**src/hw/rtl/cbl_pkg.sv**
```systemverilog
// Package for the cascaded biquad low-pass filter: widths, section coefficients,
// gain and the controller-to-datapath command type.
// No dependencies; used by cbl_ctrl, cbl_dp and cascaded_biquad_lowpass.
package cbl_pkg;

	localparam int NUM_SECTIONS = 10;
	localparam int COEF_SLOTS   = 16;
	localparam int COEF_IDX_W   = $clog2(COEF_SLOTS);
	localparam int BND_W        = $clog2(NUM_SECTIONS + 1);

	localparam int SAMPLE_W   = 16;
	localparam int VAL_W      = 40;
	localparam int FRAC_W     = 16;
	localparam int COEF_W     = 24;
	localparam int COEF_FRAC  = 22;
	localparam int GAIN_SHIFT = 6;
	localparam int OPND_W     = VAL_W - FRAC_W + 1;
	localparam int PROD_W     = OPND_W + COEF_W;
	localparam int HI_PROD_W  = 2 * COEF_W;
	localparam int FULL_W     = HI_PROD_W + FRAC_W;
	localparam int TERM_W     = FULL_W - COEF_FRAC;
	localparam int ACC_W      = VAL_W + 5;
	localparam int GPROD_W    = SAMPLE_W + COEF_W;

	// four coefficient products, two partial products each
	localparam int STEP_W = 3;
	localparam logic [STEP_W-1:0] STEP_LAST = STEP_W'(7);

	localparam logic [1:0] PROD_B1 = 2'd0;
	localparam logic [1:0] PROD_B0 = 2'd1;
	localparam logic [1:0] PROD_A1 = 2'd2;
	localparam logic [1:0] PROD_A0 = 2'd3;

	function automatic logic signed [COEF_W-1:0] pico_to_q22(input longint unsigned n);
		return COEF_W'((n * 64'd4194304 + 64'd500000000000) / 64'd1000000000000);
	endfunction

	localparam logic signed [COEF_W-1:0] GAIN_Q22 =
		COEF_W'((64'd4194304000000000000 + 64'd17245682377707) / 64'd34491364755414);

	localparam logic signed [COEF_W-1:0] COEF_A0 [COEF_SLOTS] = '{
		pico_to_q22(64'd930359192875), pico_to_q22(64'd804736183667),
		pico_to_q22(64'd694790084692), pico_to_q22(64'd598473745843),
		pico_to_q22(64'd514739344298), pico_to_q22(64'd443359023829),
		pico_to_q22(64'd384718207436), pico_to_q22(64'd339580496050),
		pico_to_q22(64'd308833329156), pico_to_q22(64'd293240387920),
		'0, '0, '0, '0, '0, '0
	};

	localparam logic signed [COEF_W-1:0] COEF_A1 [COEF_SLOTS] = '{
		pico_to_q22(64'd1038711425535), pico_to_q22(64'd993191913366),
		pico_to_q22(64'd973045171604),  pico_to_q22(64'd972092942619),
		pico_to_q22(64'd984631471882),  pico_to_q22(64'd1005307745263),
		pico_to_q22(64'd1029120831379), pico_to_q22(64'd1051557136264),
		pico_to_q22(64'd1068835156979), pico_to_q22(64'd1078202152348),
		'0, '0, '0, '0, '0, '0
	};

	localparam logic signed [COEF_W-1:0] COEF_B0 [COEF_SLOTS] = '{
		pico_to_q22(64'd1000000000000), pico_to_q22(64'd1000000000000),
		pico_to_q22(64'd1000000000000), pico_to_q22(64'd1000000000000),
		pico_to_q22(64'd1000000000000), pico_to_q22(64'd1000000000000),
		pico_to_q22(64'd1000000000000), pico_to_q22(64'd1000000000000),
		pico_to_q22(64'd1000000000000), pico_to_q22(64'd1000000000000),
		'0, '0, '0, '0, '0, '0
	};

	localparam logic signed [COEF_W-1:0] COEF_B1 [COEF_SLOTS] = '{
		pico_to_q22(64'd1303217911466), pico_to_q22(64'd1331445003936),
		pico_to_q22(64'd1386489638591), pico_to_q22(64'd1465296067924),
		pico_to_q22(64'd1562760742808), pico_to_q22(64'd1671334411305),
		pico_to_q22(64'd1780916939543), pico_to_q22(64'd1879416687626),
		pico_to_q22(64'd1954261975354), pico_to_q22(64'd1994780595121),
		'0, '0, '0, '0, '0, '0
	};

	typedef struct packed {
		logic             load;   // input beat taken this cycle
		logic             issue;  // one partial product enters the multiplier
		logic [BND_W-1:0] sec;
		logic [1:0]       prod;
		logic             half;   // 0: upper operand bits, 1: lower 16 bits
		logic             fin;    // close last section, load output register
	} cbl_cmd_t;

endpackage

```
**src/hw/rtl/cbl_ctrl.sv**
```systemverilog
// Sequencer for the biquad cascade: handshakes and the partial-product schedule.
// Depends on cbl_pkg; drives cbl_dp through cbl_cmd_t.
module cbl_ctrl (
	input  logic                clk,
	input  logic                arst_n,
	input  logic                smp_valid,
	output logic                smp_ready,
	output logic                res_valid,
	input  logic                res_ready,
	output cbl_pkg::cbl_cmd_t   cmd
);
	import cbl_pkg::*;

	localparam logic [1:0] ST_IDLE  = 2'd0;
	localparam logic [1:0] ST_RUN   = 2'd1;
	localparam logic [1:0] ST_DRAIN = 2'd2;
	localparam logic [1:0] ST_FIN   = 2'd3;

	localparam logic [BND_W-1:0] SEC_LAST = BND_W'(NUM_SECTIONS - 1);

	logic [1:0]        state_q;
	logic [BND_W-1:0]  sec_q;
	logic [STEP_W-1:0] step_q;
	logic              drain_q;
	logic              res_valid_q;
	logic              accept;

	assign smp_ready = (state_q == ST_IDLE);
	assign accept    = smp_valid && smp_ready;
	assign res_valid = res_valid_q;

	always_comb begin
		cmd.load  = accept;
		cmd.issue = (state_q == ST_RUN);
		cmd.sec   = sec_q;
		cmd.prod  = step_q[2:1];
		cmd.half  = step_q[0];
		// a waiting result must be taken before the next one overwrites it
		cmd.fin   = (state_q == ST_FIN) && (!res_valid_q || res_ready);
	end

	always_ff @(posedge clk or negedge arst_n) begin
		if (!arst_n) begin
			state_q <= ST_IDLE;
			sec_q   <= '0;
			step_q  <= '0;
			drain_q <= 1'b0;
		end else begin
			unique case (state_q)
				ST_IDLE: begin
					if (accept) begin
						state_q <= ST_RUN;
						sec_q   <= '0;
						step_q  <= '0;
					end
				end
				ST_RUN: begin
					step_q <= step_q + STEP_W'(1);
					if (step_q == STEP_LAST) begin
						if (sec_q == SEC_LAST) begin
							state_q <= ST_DRAIN;
							drain_q <= 1'b0;
						end else begin
							sec_q <= sec_q + BND_W'(1);
						end
					end
				end
				ST_DRAIN: begin
					// hold here while the last term passes the product and join registers into the accumulator
					drain_q <= 1'b1;
					if (drain_q)
						state_q <= ST_FIN;
				end
				ST_FIN: begin
					if (cmd.fin)
						state_q <= ST_IDLE;
				end
			endcase
		end
	end

	always_ff @(posedge clk or negedge arst_n) begin
		if (!arst_n) begin
			res_valid_q <= 1'b0;
		end else if (cmd.fin) begin
			res_valid_q <= 1'b1;
		end else if (res_ready) begin
			res_valid_q <= 1'b0;
		end
	end

endmodule

```
**src/hw/rtl/cbl_dp.sv**
```systemverilog
// Datapath for the biquad cascade: gain multiplier, history registers, shared
// split multiplier, term pipeline, accumulator and output register.
// Depends on cbl_pkg; commanded by cbl_ctrl.
module cbl_dp (
	input  logic                                 clk,
	input  logic                                 arst_n,
	input  cbl_pkg::cbl_cmd_t                    cmd,
	input  logic signed [cbl_pkg::SAMPLE_W-1:0]  sample_in,
	output logic signed [cbl_pkg::SAMPLE_W-1:0]  sample_out
);
	import cbl_pkg::*;

	localparam int NBND = NUM_SECTIONS + 1;
	localparam logic signed [VAL_W-1:0] SAT_MAX = {1'b0, {(VAL_W-1){1'b1}}};
	localparam logic signed [VAL_W-1:0] SAT_MIN = {1'b1, {(VAL_W-1){1'b0}}};
	localparam logic signed [SAMPLE_W-1:0] OUT_MAX = {1'b0, {(SAMPLE_W-1){1'b1}}};
	localparam logic signed [SAMPLE_W-1:0] OUT_MIN = {1'b1, {(SAMPLE_W-1){1'b0}}};
	localparam logic signed [FULL_W-1:0] RND = FULL_W'(1) <<< (COEF_FRAC - 1);
	localparam int RW = VAL_W + 1 - FRAC_W;

	function automatic logic signed [VAL_W-1:0] sat_val(input logic signed [ACC_W-1:0] a);
		if (a[ACC_W-1:VAL_W-1] != {(ACC_W-VAL_W+1){a[ACC_W-1]}})
			return a[ACC_W-1] ? SAT_MIN : SAT_MAX;
		return a[VAL_W-1:0];
	endfunction

	// two newest inputs seen at each section boundary
	logic signed [VAL_W-1:0] d1_q [NBND];
	logic signed [VAL_W-1:0] d2_q [NBND];

	logic signed [GPROD_W-1:0] gprod_q;
	logic signed [GPROD_W:0]   gsum;
	logic signed [VAL_W-1:0]   scaled_q;

	logic [BND_W-1:0]          rd_idx;
	logic signed [VAL_W-1:0]   op;
	logic signed [OPND_W-1:0]  opnd;
	logic signed [COEF_W-1:0]  coef;
	logic [COEF_IDX_W-1:0]     ci;
	logic                      use_y, use_d2, neg;

	logic                      v_s1, half_s1, neg_s1, first_s1;
	logic [BND_W-1:0]          sec_s1;
	logic signed [PROD_W-1:0]  mul_s1;
	logic signed [PROD_W-1:0]  ph_q;

	logic                      v_s2, neg_s2, first_s2;
	logic [BND_W-1:0]          sec_s2;
	logic signed [FULL_W-1:0]  full_s2;

	logic signed [ACC_W-1:0]   acc_q;
	logic signed [TERM_W-1:0]  term;
	logic signed [ACC_W-1:0]   term_x, base_x;
	logic signed [VAL_W-1:0]   v_in;

	logic                      wr_en;
	logic [BND_W-1:0]          wr_idx;

	logic signed [VAL_W:0]     tz;
	logic signed [RW-1:0]      r;
	logic signed [SAMPLE_W-1:0] out_q;

	// input gain
	always_ff @(posedge clk) begin
		if (cmd.load)
			gprod_q <= sample_in * GAIN_Q22;
	end

	assign gsum = {gprod_q[GPROD_W-1], gprod_q} + (GPROD_W+1)'(1 << (GAIN_SHIFT - 1));

	always_ff @(posedge clk) begin
		scaled_q <= {{(VAL_W-GPROD_W-1+GAIN_SHIFT){gsum[GPROD_W]}}, gsum[GPROD_W:GAIN_SHIFT]};
	end

	// operand and coefficient for the product being issued
	always_comb begin
		ci = COEF_IDX_W'(cmd.sec);
		unique case (cmd.prod)
			PROD_B1: begin coef = COEF_B1[ci]; use_y = 1'b0; use_d2 = 1'b0; neg = 1'b0; end
			PROD_B0: begin coef = COEF_B0[ci]; use_y = 1'b0; use_d2 = 1'b1; neg = 1'b0; end
			PROD_A1: begin coef = COEF_A1[ci]; use_y = 1'b1; use_d2 = 1'b0; neg = 1'b1; end
			PROD_A0: begin coef = COEF_A0[ci]; use_y = 1'b1; use_d2 = 1'b1; neg = 1'b1; end
		endcase
		rd_idx = use_y ? cmd.sec + BND_W'(1) : cmd.sec;
		op     = use_d2 ? d2_q[rd_idx] : d1_q[rd_idx];
		if (cmd.half)
			opnd = {{(OPND_W-FRAC_W){1'b0}}, op[FRAC_W-1:0]};
		else
			opnd = {op[VAL_W-1], op[VAL_W-1:FRAC_W]};
	end

	always_ff @(posedge clk or negedge arst_n) begin
		if (!arst_n) begin
			v_s1 <= 1'b0;
			v_s2 <= 1'b0;
		end else begin
			v_s1 <= cmd.issue;
			v_s2 <= v_s1 && half_s1;
		end
	end

	always_ff @(posedge clk) begin
		mul_s1   <= opnd * coef;
		half_s1  <= cmd.half;
		neg_s1   <= neg;
		first_s1 <= (cmd.prod == PROD_B1);
		sec_s1   <= cmd.sec;
	end

	// join upper and lower partial products, round offset folded in
	always_ff @(posedge clk) begin
		if (v_s1 && !half_s1)
			ph_q <= mul_s1;
		if (v_s1 && half_s1) begin
			full_s2 <= $signed({ph_q[HI_PROD_W-1:0], {FRAC_W{1'b0}}})
				+ {{(FULL_W-PROD_W){mul_s1[PROD_W-1]}}, mul_s1} + RND;
			neg_s2   <= neg_s1;
			first_s2 <= first_s1;
			sec_s2   <= sec_s1;
		end
	end

	assign term   = full_s2[FULL_W-1:COEF_FRAC];
	assign term_x = {{(ACC_W-TERM_W){term[TERM_W-1]}}, term};
	// input of the section: scaled sample, or the previous section's result
	assign v_in   = (cmd.fin || sec_s2 != '0) ? sat_val(acc_q) : scaled_q;
	assign base_x = first_s2 ? {{(ACC_W-VAL_W){v_in[VAL_W-1]}}, v_in} : acc_q;

	always_ff @(posedge clk) begin
		if (v_s2)
			acc_q <= neg_s2 ? base_x - term_x : base_x + term_x;
	end

	// a boundary shifts its history once its last reader has been issued
	assign wr_en  = (v_s2 && first_s2) || cmd.fin;
	assign wr_idx = cmd.fin ? BND_W'(NUM_SECTIONS) : sec_s2;

	always_ff @(posedge clk or negedge arst_n) begin
		if (!arst_n) begin
			for (int i = 0; i < NBND; i++) begin
				d1_q[i] <= '0;
				d2_q[i] <= '0;
			end
		end else begin
			for (int i = 0; i < NBND; i++) begin
				if (wr_en && wr_idx == BND_W'(i)) begin
					d2_q[i] <= d1_q[i];
					d1_q[i] <= v_in;
				end
			end
		end
	end

	// truncate toward zero, then saturate to the sample range
	assign tz = {v_in[VAL_W-1], v_in}
		+ (v_in[VAL_W-1] ? (VAL_W+1)'({FRAC_W{1'b1}}) : '0);
	assign r  = tz[VAL_W:FRAC_W];

	always_ff @(posedge clk) begin
		if (cmd.fin) begin
			if (r[RW-1:SAMPLE_W-1] != {(RW-SAMPLE_W+1){r[RW-1]}})
				out_q <= r[RW-1] ? OUT_MIN : OUT_MAX;
			else
				out_q <= r[SAMPLE_W-1:0];
		end
	end

	assign sample_out = out_q;

endmodule

```
**src/hw/rtl/cascaded_biquad_lowpass.sv**
```systemverilog
// Cascaded biquad low-pass: ten second-order sections on one shared multiplier.
// Input beats are taken only when idle: a new sample is not accepted until the last
// has run through all sections and reached the output register, which waits while
// an unread result is held (res_valid high, res_ready low). Throughput is set by the
// single multiplier, which takes two partial products for each of the four products
// of a section. Reset (arst_n low, asynchronous) clears the histories and handshakes.
module cascaded_biquad_lowpass (
	input  logic                                 clk,
	input  logic                                 arst_n,
	input  logic                                 smp_valid,
	output logic                                 smp_ready,
	input  logic signed [cbl_pkg::SAMPLE_W-1:0]  sample_in,
	output logic                                 res_valid,
	input  logic                                 res_ready,
	output logic signed [cbl_pkg::SAMPLE_W-1:0]  sample_out
);
	import cbl_pkg::*;

	cbl_cmd_t cmd;

	cbl_ctrl u_ctrl (
		.clk       (clk),
		.arst_n    (arst_n),
		.smp_valid (smp_valid),
		.smp_ready (smp_ready),
		.res_valid (res_valid),
		.res_ready (res_ready),
		.cmd       (cmd)
	);

	cbl_dp u_dp (
		.clk        (clk),
		.arst_n     (arst_n),
		.cmd        (cmd),
		.sample_in  (sample_in),
		.sample_out (sample_out)
	);

`ifndef SYNTHESIS
	a_start_issue: assert property (@(posedge clk) disable iff (!arst_n)
		(smp_valid && smp_ready) |=> cmd.issue)
		else $error("no multiply issued after input beat");

	a_fin_free: assert property (@(posedge clk) disable iff (!arst_n)
		cmd.fin |-> (!res_valid || res_ready))
		else $error("result register overwritten before its beat");

	a_fin_valid: assert property (@(posedge clk) disable iff (!arst_n)
		cmd.fin |=> res_valid)
		else $error("finished sample not presented");

	a_no_issue_idle: assert property (@(posedge clk) disable iff (!arst_n)
		cmd.issue |-> (!smp_ready && !cmd.fin))
		else $error("multiply issued outside the run phase");
`endif

endmodule
```
**config.mk**
```make
export PLATFORM = sky130hd
export DESIGN_NAME = cascaded_biquad_lowpass
export DESIGN_NICKNAME = d
export VERILOG_FILES = /design/src/hw/rtl/cbl_pkg.sv /design/src/hw/rtl/cbl_ctrl.sv /design/src/hw/rtl/cbl_dp.sv /design/src/hw/rtl/cascaded_biquad_lowpass.sv
export SDC_FILE = /design/constraint.sdc
export NUM_CORES = 2
export LEC_CHECK = 0
export CAP_MARGIN = 25
export CORE_ASPECT_RATIO = 0.6
export CORE_MARGIN = 5
export CORE_UTILIZATION = 35
export CTS_CLUSTER_SIZE = 16
export DETAILED_ROUTE_END_ITERATION = 6
export DONT_BUFFER_PORTS = 1
export SETUP_SLACK_MARGIN = 0.05
export SLEW_MARGIN = 0
export SYNTH_ARGS = -nofsm -noshare
export SYNTH_HDL_FRONTEND = slang
export SYNTH_SLANG_ARGS = --single-unit
```
**constraint.sdc**
```tcl
create_clock -name clk -period 23.3 [get_ports clk]
set_input_delay 4.66 -clock clk [delete_from_list [all_inputs] [get_ports clk]]
set_output_delay 4.66 -clock clk [all_outputs]
set_load 0.03 [all_outputs]
```
Yosys cells after proc, flatten, opt, wreduce, memory -nomap -nowiden
Memory sizes are Yosys's and may differ from the RTL's.
Index checks and enable logic that the tools add are counted.
- multiplexer cells: 48
- shift operators: 0
- equal/unequal tests: 26
- bitwise logic cells: 2
- reduce and logical (&&, ||, !) cells: 36
- div/mod/pow operators: 0
- multiply operators: 2
- magnitude comparators: 2
- add/subtract/negate cells: 8
- operators with widths (operator ; count):
    $mux W40 ; 9
    $bmux W40 S4 ; 2
    $mux W24 ; 8
    $pmux W24 S4 ; 1
    $mux W45 ; 2
    $add A64 B22 Y64 const B ; 1
    $add A64 B64 Y64 ; 1
    $mul A25 B24 Y49 ; 1
    $mux W16 ; 3
    $add A45 B42 Y45 ; 1
    $sub A45 B42 Y45 ; 1
    $add A41 B41 Y41 ; 1
    $add A34 B7 Y35 const B ; 1
    $mul A16 B16 Y32 const B ; 1
    $mux W25 ; 1
    $mux W4 ; 5
    $eq A4 B3 Y1 const B ; 4
    $eq A4 B4 Y1 const B ; 4
    $logic_and A1 B1 Y1 ; 16
    $ge A5 B5 Y1 const B ; 2
    $mux W2 ; 5
    $not A4 Y5 ; 2
    $ne A9 B9 Y1 ; 1
    $eq A2 B2 Y1 const B ; 4
    other kinds (26) ; 47
- register bits: 1195
- memory bits (read-only): 1536
- memories: 4
- bits in latches: 0
- word-level logic and storage cells: 171
- memory bits (writable): 0
- memories (memory ; words ; width ; rd ports ; clocked after memory_dff ; wr ports ; RTL line ; source):
    (no name shown) ; 16 ; 24 ; 1 ; 0 ; 0 ; cbl_dp.sv:79 ; PROD_B1: begin coef = COEF_B1[ci]; use_y = 1'b0; use_d2 = 1'b0; neg = 1'b0; end
    (no name shown) ; 16 ; 24 ; 1 ; 0 ; 0 ; cbl_dp.sv:80 ; PROD_B0: begin coef = COEF_B0[ci]; use_y = 1'b0; use_d2 = 1'b1; neg = 1'b0; end
    (no name shown) ; 16 ; 24 ; 1 ; 0 ; 0 ; cbl_dp.sv:81 ; PROD_A1: begin coef = COEF_A1[ci]; use_y = 1'b1; use_d2 = 1'b0; neg = 1'b1; end
    (no name shown) ; 16 ; 24 ; 1 ; 0 ; 0 ; cbl_dp.sv:82 ; PROD_A0: begin coef = COEF_A0[ci]; use_y = 1'b1; use_d2 = 1'b1; neg = 1'b1; end

Depth between registers and ports, before layout
- depth in word-level cells: 11
- mapped depth: 43
- gate-level depth less buffers: 37

Hierarchy
Synthesis repeated with hierarchy kept, for this count alone.
- cell total of the unflattened synthesis: 7486
- area, all modules: 81171.6 um^2
- modules (own cells, without submodules) (module ; area an instance (um^2) ; times used ; cells each):
    cbl_dp ; 80418.4 ; 1 ; 7419
    cbl_ctrl ; 753.2 ; 1 ; 67

Worst setup path before layout
Ideal clock, no wire load.
- path type: register to register
- start: reg u_ctrl.sec_q[0]
- end: reg u_dp.mul_s1[48]
- setup time: 0.121 ns
- period minus slack after synthesis: 10.062 ns
- data arrival time: 9.942 ns
- slack: 13.238 ns
- path buffers: 5
- cell stages (with the launch flop): 37
- cell sequence: dfrtp_1 -> clkbuf_1 -> inv_1 -> ha_1 -> clkbuf_1 -> nand2_1 -> o21a_1 -> clkbuf_1 -> buf_1 -> mux4_2 -> mux4_2 -> a22oi_1 -> nor2_1 -> clkbuf_1 -> nand2_1 -> fa_1 -> fa_1 -> fa_1 -> fa_1 -> fa_1 -> inv_1 -> fa_1 -> inv_1 -> fa_1 -> inv_1 -> ha_1 -> nand2_1 -> or3_1 -> a31oi_1 -> nand2_1 -> o21ai_0 -> a221oi_1 -> o2111a_1 -> o21ai_0 -> a21o_1 -> a21oi_1 -> xnor2_1
- longest elaborated chain between the ends: 9
- elaborated cells on any way between the ends: 26
- classes of those cells: 1 x add/sub; 1 x mul; 18 x mux; 2 x bitwise; 4 x memory
- ends and longest elaborated chain (item ; RTL line ; source):
    start, declared ; cbl_ctrl.sv:22 ; logic [BND_W-1:0] sec_q;
    start signal, assigned ; cbl_ctrl.sv:64 ; sec_q <= sec_q + BND_W'(1);
    $add A4 B1 Y4 ; cbl_dp.sv:84 ; rd_idx = use_y ? cmd.sec + BND_W'(1) : cmd.sec;
    $mux W4 ; cbl_dp.sv:84 ;
    $not A4 Y5 (implied by the code) ; cbl_dp.sv:85 ; op = use_d2 ? d2_q[rd_idx] : d1_q[rd_idx];
    $bmux W40 S4 ; cbl_dp.sv:85 ;
    $mux W40 (implied by the code) (2 in series) ; cbl_dp.sv:85 ;
    $mux W40 ; cbl_dp.sv:85 ;
    $mux W25 ; cbl_dp.sv:86 ; if (cmd.half)
    $mul A25 B24 Y49 (*) ; cbl_dp.sv:103 ; mul_s1 <= opnd * coef;
    end signal, assigned ; cbl_dp.sv:103 ;
    end, declared ; cbl_dp.sv:44 ; logic signed [PROD_W-1:0] mul_s1;
Mark *: on every way between the ends. The rest lies on a longest branch, timed or not. The select of a mux whose other input is x is not followed.
A chain may end at the register's enable or synchronous reset.

Worst setup path in the final report
- start: reg u_ctrl.sec_q[1]
- end: reg u_dp.mul_s1[44]
The elaborated chain is that of the path after synthesis.

==> key figures <==
Worst setup path
  • Stages on the worst setup path: 35
  • Sum of buffers and inverters on the critical path: 8
  • Required time of the critical path: between 20 and 25 ns
  • Endpoint class of the critical path: flop
  • Cell family contributing the most delay on the critical path: adder cells
  • Delay of the slowest cell on the worst path: roughly 0.95 ns
  • Max Fanout on Critical Path: 43
  • Cell mode on critical path: sky130_fd_sc_hd__fa_1
  • Kind of critical path: flop to flop
  • FF-to-FF path depth: 35
  • Worst Path Arrival: approximately 14 ns
  • Type of element launching the critical path: flop
  • Max stage delay cell, worst path: sky130_fd_sc_hd__a221oi_1

Finish
  • Post-layout nets: roughly 8,400
  • Share of the core filled with cells: just under 40%
  • Multi-input combinational cell area: between 40,000 and 50,000 um^2
  • Area of all placed cells without fillers: between 80,000 and 90,000 um^2
  • Synth-to-Final Area Change: 9.481%
  • Final-layout fill cell count: between 20,000 and 25,000
  • Layout cell share with drive strength beyond 1: approximately 15%
  • Reg area: 29,640 um^2

Min path
  • Path category of the worst min-delay check: flop to flop
  • Cell count of the worst hold path: 0

Logic synthesis
  • Cell Area, Synth: slightly above 80,000 um^2
  • Sequential area share after synthesis: between 30% and 40%
  • Most numerous cell types in the synthesized netlist: sky130_fd_sc_hd__nand2_1, sky130_fd_sc_hd__inv_1, sky130_fd_sc_hd__dfrtp_1
  • Post-synthesis cell count: around 7,400
  • Distinct cells, synth: 80
  • Synthesis-stage register bit count: 1,164
  • Main area contributors after synthesis: sky130_fd_sc_hd__dfrtp_1, sky130_fd_sc_hd__fa_1, sky130_fd_sc_hd__edfxtp_1
  • Prevailing post-synth register cell: sky130_fd_sc_hd__dfrtp_1
  • Yosys top cell by area: sky130_fd_sc_hd__dfrtp_1
  • Area fraction of the dominant cell type after synthesis: between 20% and 30%
  • Nets in the synthesized netlist: roughly 8,600
  • Async set-reset flop share out of synthesis: 76.72%
  • Cell with the most instances after synthesis: sky130_fd_sc_hd__nand2_1
  • Post-synth EDFFs: roughly 190
  • Mean instance size in the synthesized netlist: ~11 um^2
  • Count of synthesis-stage warnings from yosys: 0

Clock network
  • Clk sinks: around 1,200
  • Maximum clock path buffer count: 3
  • TritonCTS buffer count: between 100 and 150
  • Count of hold-fix buffers inserted at cts: 0
  • # resized after CTS: 0
  • Clk Tree Root Cell: sky130_fd_sc_hd__clkbuf_16
  • Post-CTS repair timing setup buffer count: 0
  • CTS tree: done
  • Clk Latency, worst-skew pair: around 0.73 ns
  • CTS H-tree depth: 3
  • Worst-path clk slew: approximately 0.07 ns

Drt
  • Number of vias per cell after detailed routing: 5.233
  • Antenna viol nets, final: 0
  • Wirelength per Cell: 21.22 um
  • DRC violations left: 0
  • Final Routed Wirelength: 222.5 mm
  • Iteration-0 DRC Markers: about 5,100
  • Number of iterations in the first detailed-routing pass: 6
  • Vias after detailed routing: between 50,000 and 60,000

Place
  • Total cell area at the placement stage: 85,130 um^2
  • Last weighted congestion value of the routability-driven placer: approximately 0.93
  • Quantity of I/O buffers inserted on ports: 0
  • DPL Wire Length: between 150 and 200 mm

Global route
  • Antenna violations before repair: 9
  • Via count of the first global-routing pass: 55,900
  • Global routing usage summed across all routing layers: between 10% and 20%
  • Global-route wire length before repair: 346.6 mm
  • Gr ovfl total: 0
  • Pin count of the biggest net entering global routing: approximately 240

STA
  • Crit share post-route: a little under three fifths
  • Slew Viols, Final: 0
  • Setup-violating endpoint count in the final report: 0
  • Setup repair after global routing missed its margin: no
  • Final critical delay including setup and external delays: about 13 ns
  • Setup total negative slack: 0 ns
  • Worst slew margin relative to its limit: around a tenth
  • Number of hold violations in the final report: 0
  • Timing-limited maximum frequency: roughly 78 MHz
  • Worst hold slack: ~0.40 ns
  • Worst Skew: about 0.048 ns
  • Transition time of the tightest slew-check pin: around 1.3 ns

Die
  • Placeable core region: between 200,000 and 250,000 um^2
  • Die height: 383.0 um
  • Starting utilization of the core area: about a third
  • Die X: 631.6 um
  • Floorplan row count: roughly 140
  • I/O pin count: 38
  • Die Footprint: around 240,000 um^2

Run status
  • Result of the run: completed

Flow run
  • Max-capacitance violation count: 0
==> cells in the final DEF (no fill, tap or decap), types with 9 or more instances in the layout <==
master	netlist	final
sky130_fd_sc_hd__nand2_1	952	945
sky130_fd_sc_hd__inv_1	943	943
sky130_fd_sc_hd__dfrtp_1	893	890
sky130_fd_sc_hd__fa_1	688	688
sky130_fd_sc_hd__o21ai_0	587	584
sky130_fd_sc_hd__mux2_2	453	453
sky130_fd_sc_hd__ha_1	414	414
sky130_fd_sc_hd__a21oi_1	249	247
sky130_fd_sc_hd__mux4_2	240	240
sky130_fd_sc_hd__nor2_1	207	205
sky130_fd_sc_hd__edfxtp_1	186	186
sky130_fd_sc_hd__xnor2_1	173	170
sky130_fd_sc_hd__and2_1	167	166
sky130_fd_sc_hd__buf_4	0	125
sky130_fd_sc_hd__clkbuf_16	0	108
sky130_fd_sc_hd__a21o_1	93	93
sky130_fd_sc_hd__dfxtp_1	85	85
sky130_fd_sc_hd__nor3_1	76	76
sky130_fd_sc_hd__mux2i_1	68	68
sky130_fd_sc_hd__nor2b_1	63	62
sky130_fd_sc_hd__nand3_1	52	51
sky130_fd_sc_hd__xor2_1	51	51
sky130_fd_sc_hd__o21bai_1	36	36
sky130_fd_sc_hd__o21a_1	33	32
sky130_fd_sc_hd__nand4_1	31	31
sky130_fd_sc_hd__and3_1	25	25
sky130_fd_sc_hd__nand2b_1	21	21
sky130_fd_sc_hd__o22ai_1	19	19
sky130_fd_sc_hd__a31oi_1	21	19
sky130_fd_sc_hd__clkinv_2	0	19
sky130_fd_sc_hd__clkbuf_8	0	18
sky130_fd_sc_hd__a211oi_1	17	17
sky130_fd_sc_hd__o21ai_1	15	15
sky130_fd_sc_hd__o32ai_4	0	14
sky130_fd_sc_hd__clkbuf_1	359	14
sky130_fd_sc_hd__nor4_1	12	12
sky130_fd_sc_hd__a22oi_1	11	11
sky130_fd_sc_hd__o2bb2ai_1	9	9
sky130_fd_sc_hd__clkinvlp_4	0	9
==> path summary, 6_finish.rpt <==
check | start | end | slack [ns]
min in group asynchronous | arst_n | u_dp.d2_q[154] | 3.67
worst min register to register | u_dp.mul_s1[10] | u_dp.ph_q[10] | 0.40
worst max-delay path | u_ctrl.sec_q[1] | u_dp.mul_s1[44] | 10.40
worst min-delay path | u_dp.mul_s1[10] | u_dp.ph_q[10] | 0.40
max in group asynchronous | arst_n | u_dp.d1_q[410] | 16.65
worst max register to register | u_ctrl.sec_q[1] | u_dp.mul_s1[44] | 10.40
==> worst reg2reg max path: cells and delay by family, from the launching register on <==
family                   cells  cell delay, ns
flip-flops                   1            0.80
multiplexers                 3            1.16
adder cells (fa/ha/maj)      9            4.03
XOR/XNOR                     1            0.13
buffers and inverters        8            2.18
AO/OA/AOI/OAI                9            3.40
AND/OR/NAND/NOR              5            1.10
==> routing by layer <==
| metal | share of wire (%) | vias to the layer above | global-route usage (%) |
|---|---|---|---|
| li1 | - | 24590 | - |
| met1 | 50 | 28160 | 29.21 |
| met2 | 39 | 1875 | 24.59 |
| met3 | 9.1 | 249 | 4.698 |
| met4 | 2.0 | 0 | 3.603 |
| met5 | 0 | - | 0.05952 |
==> layout make-up <==
type                       count  area share [%]
antenna                        4         0.01127
clock buffer                 140           3.380
clock inverter                55          0.6577
inverter                     944           3.988
multi-input combinational   4936           52.83
sequential                  1164           33.37
tap                         3105           4.373
timing repair buffer         139           1.398
==> metrics by stage <==
step           worst slack (ns)  cells
6_report                  10.40  10490
5_1_grt                   9.713  10490
4_1_cts                   10.46  10480
3_5_place_dp              10.57  10280
3_3_place_gp              10.78  10280
2_1_floorplan             13.24   7449
==> state kept, by name, indices dropped and copies added (netlist names), 4 cells and up <==
register / cells
u_dp.mul_s1: 49
u_dp.d2_q: 440
u_dp.gprod_q: 29
u_dp.ph_q: 48
u_dp.acc_q: 45
u_dp.d1_q: 440
u_ctrl.sec_q: 4
u_dp.sec_s1: 4
u_dp.sec_s2: 4
u_dp.full_s2: 42
u_dp.sample_out: 16
u_dp.scaled_q: 29
==> cell families after synthesis <==
group                    share of synthesized area [%]
AO/OA/AOI/OAI                                    8.645
buffers and inverters                            6.254
AND/OR/NAND/NOR                                  9.023
multiplexers                                     13.79
flip-flops                                       36.52
adder cells (fa/ha/maj)                          23.36
XOR/XNOR                                         2.418
Power is left out: the tool's default activity adds up to more than one toggle a clock period on the data nets, which glitch-free logic cannot reach.
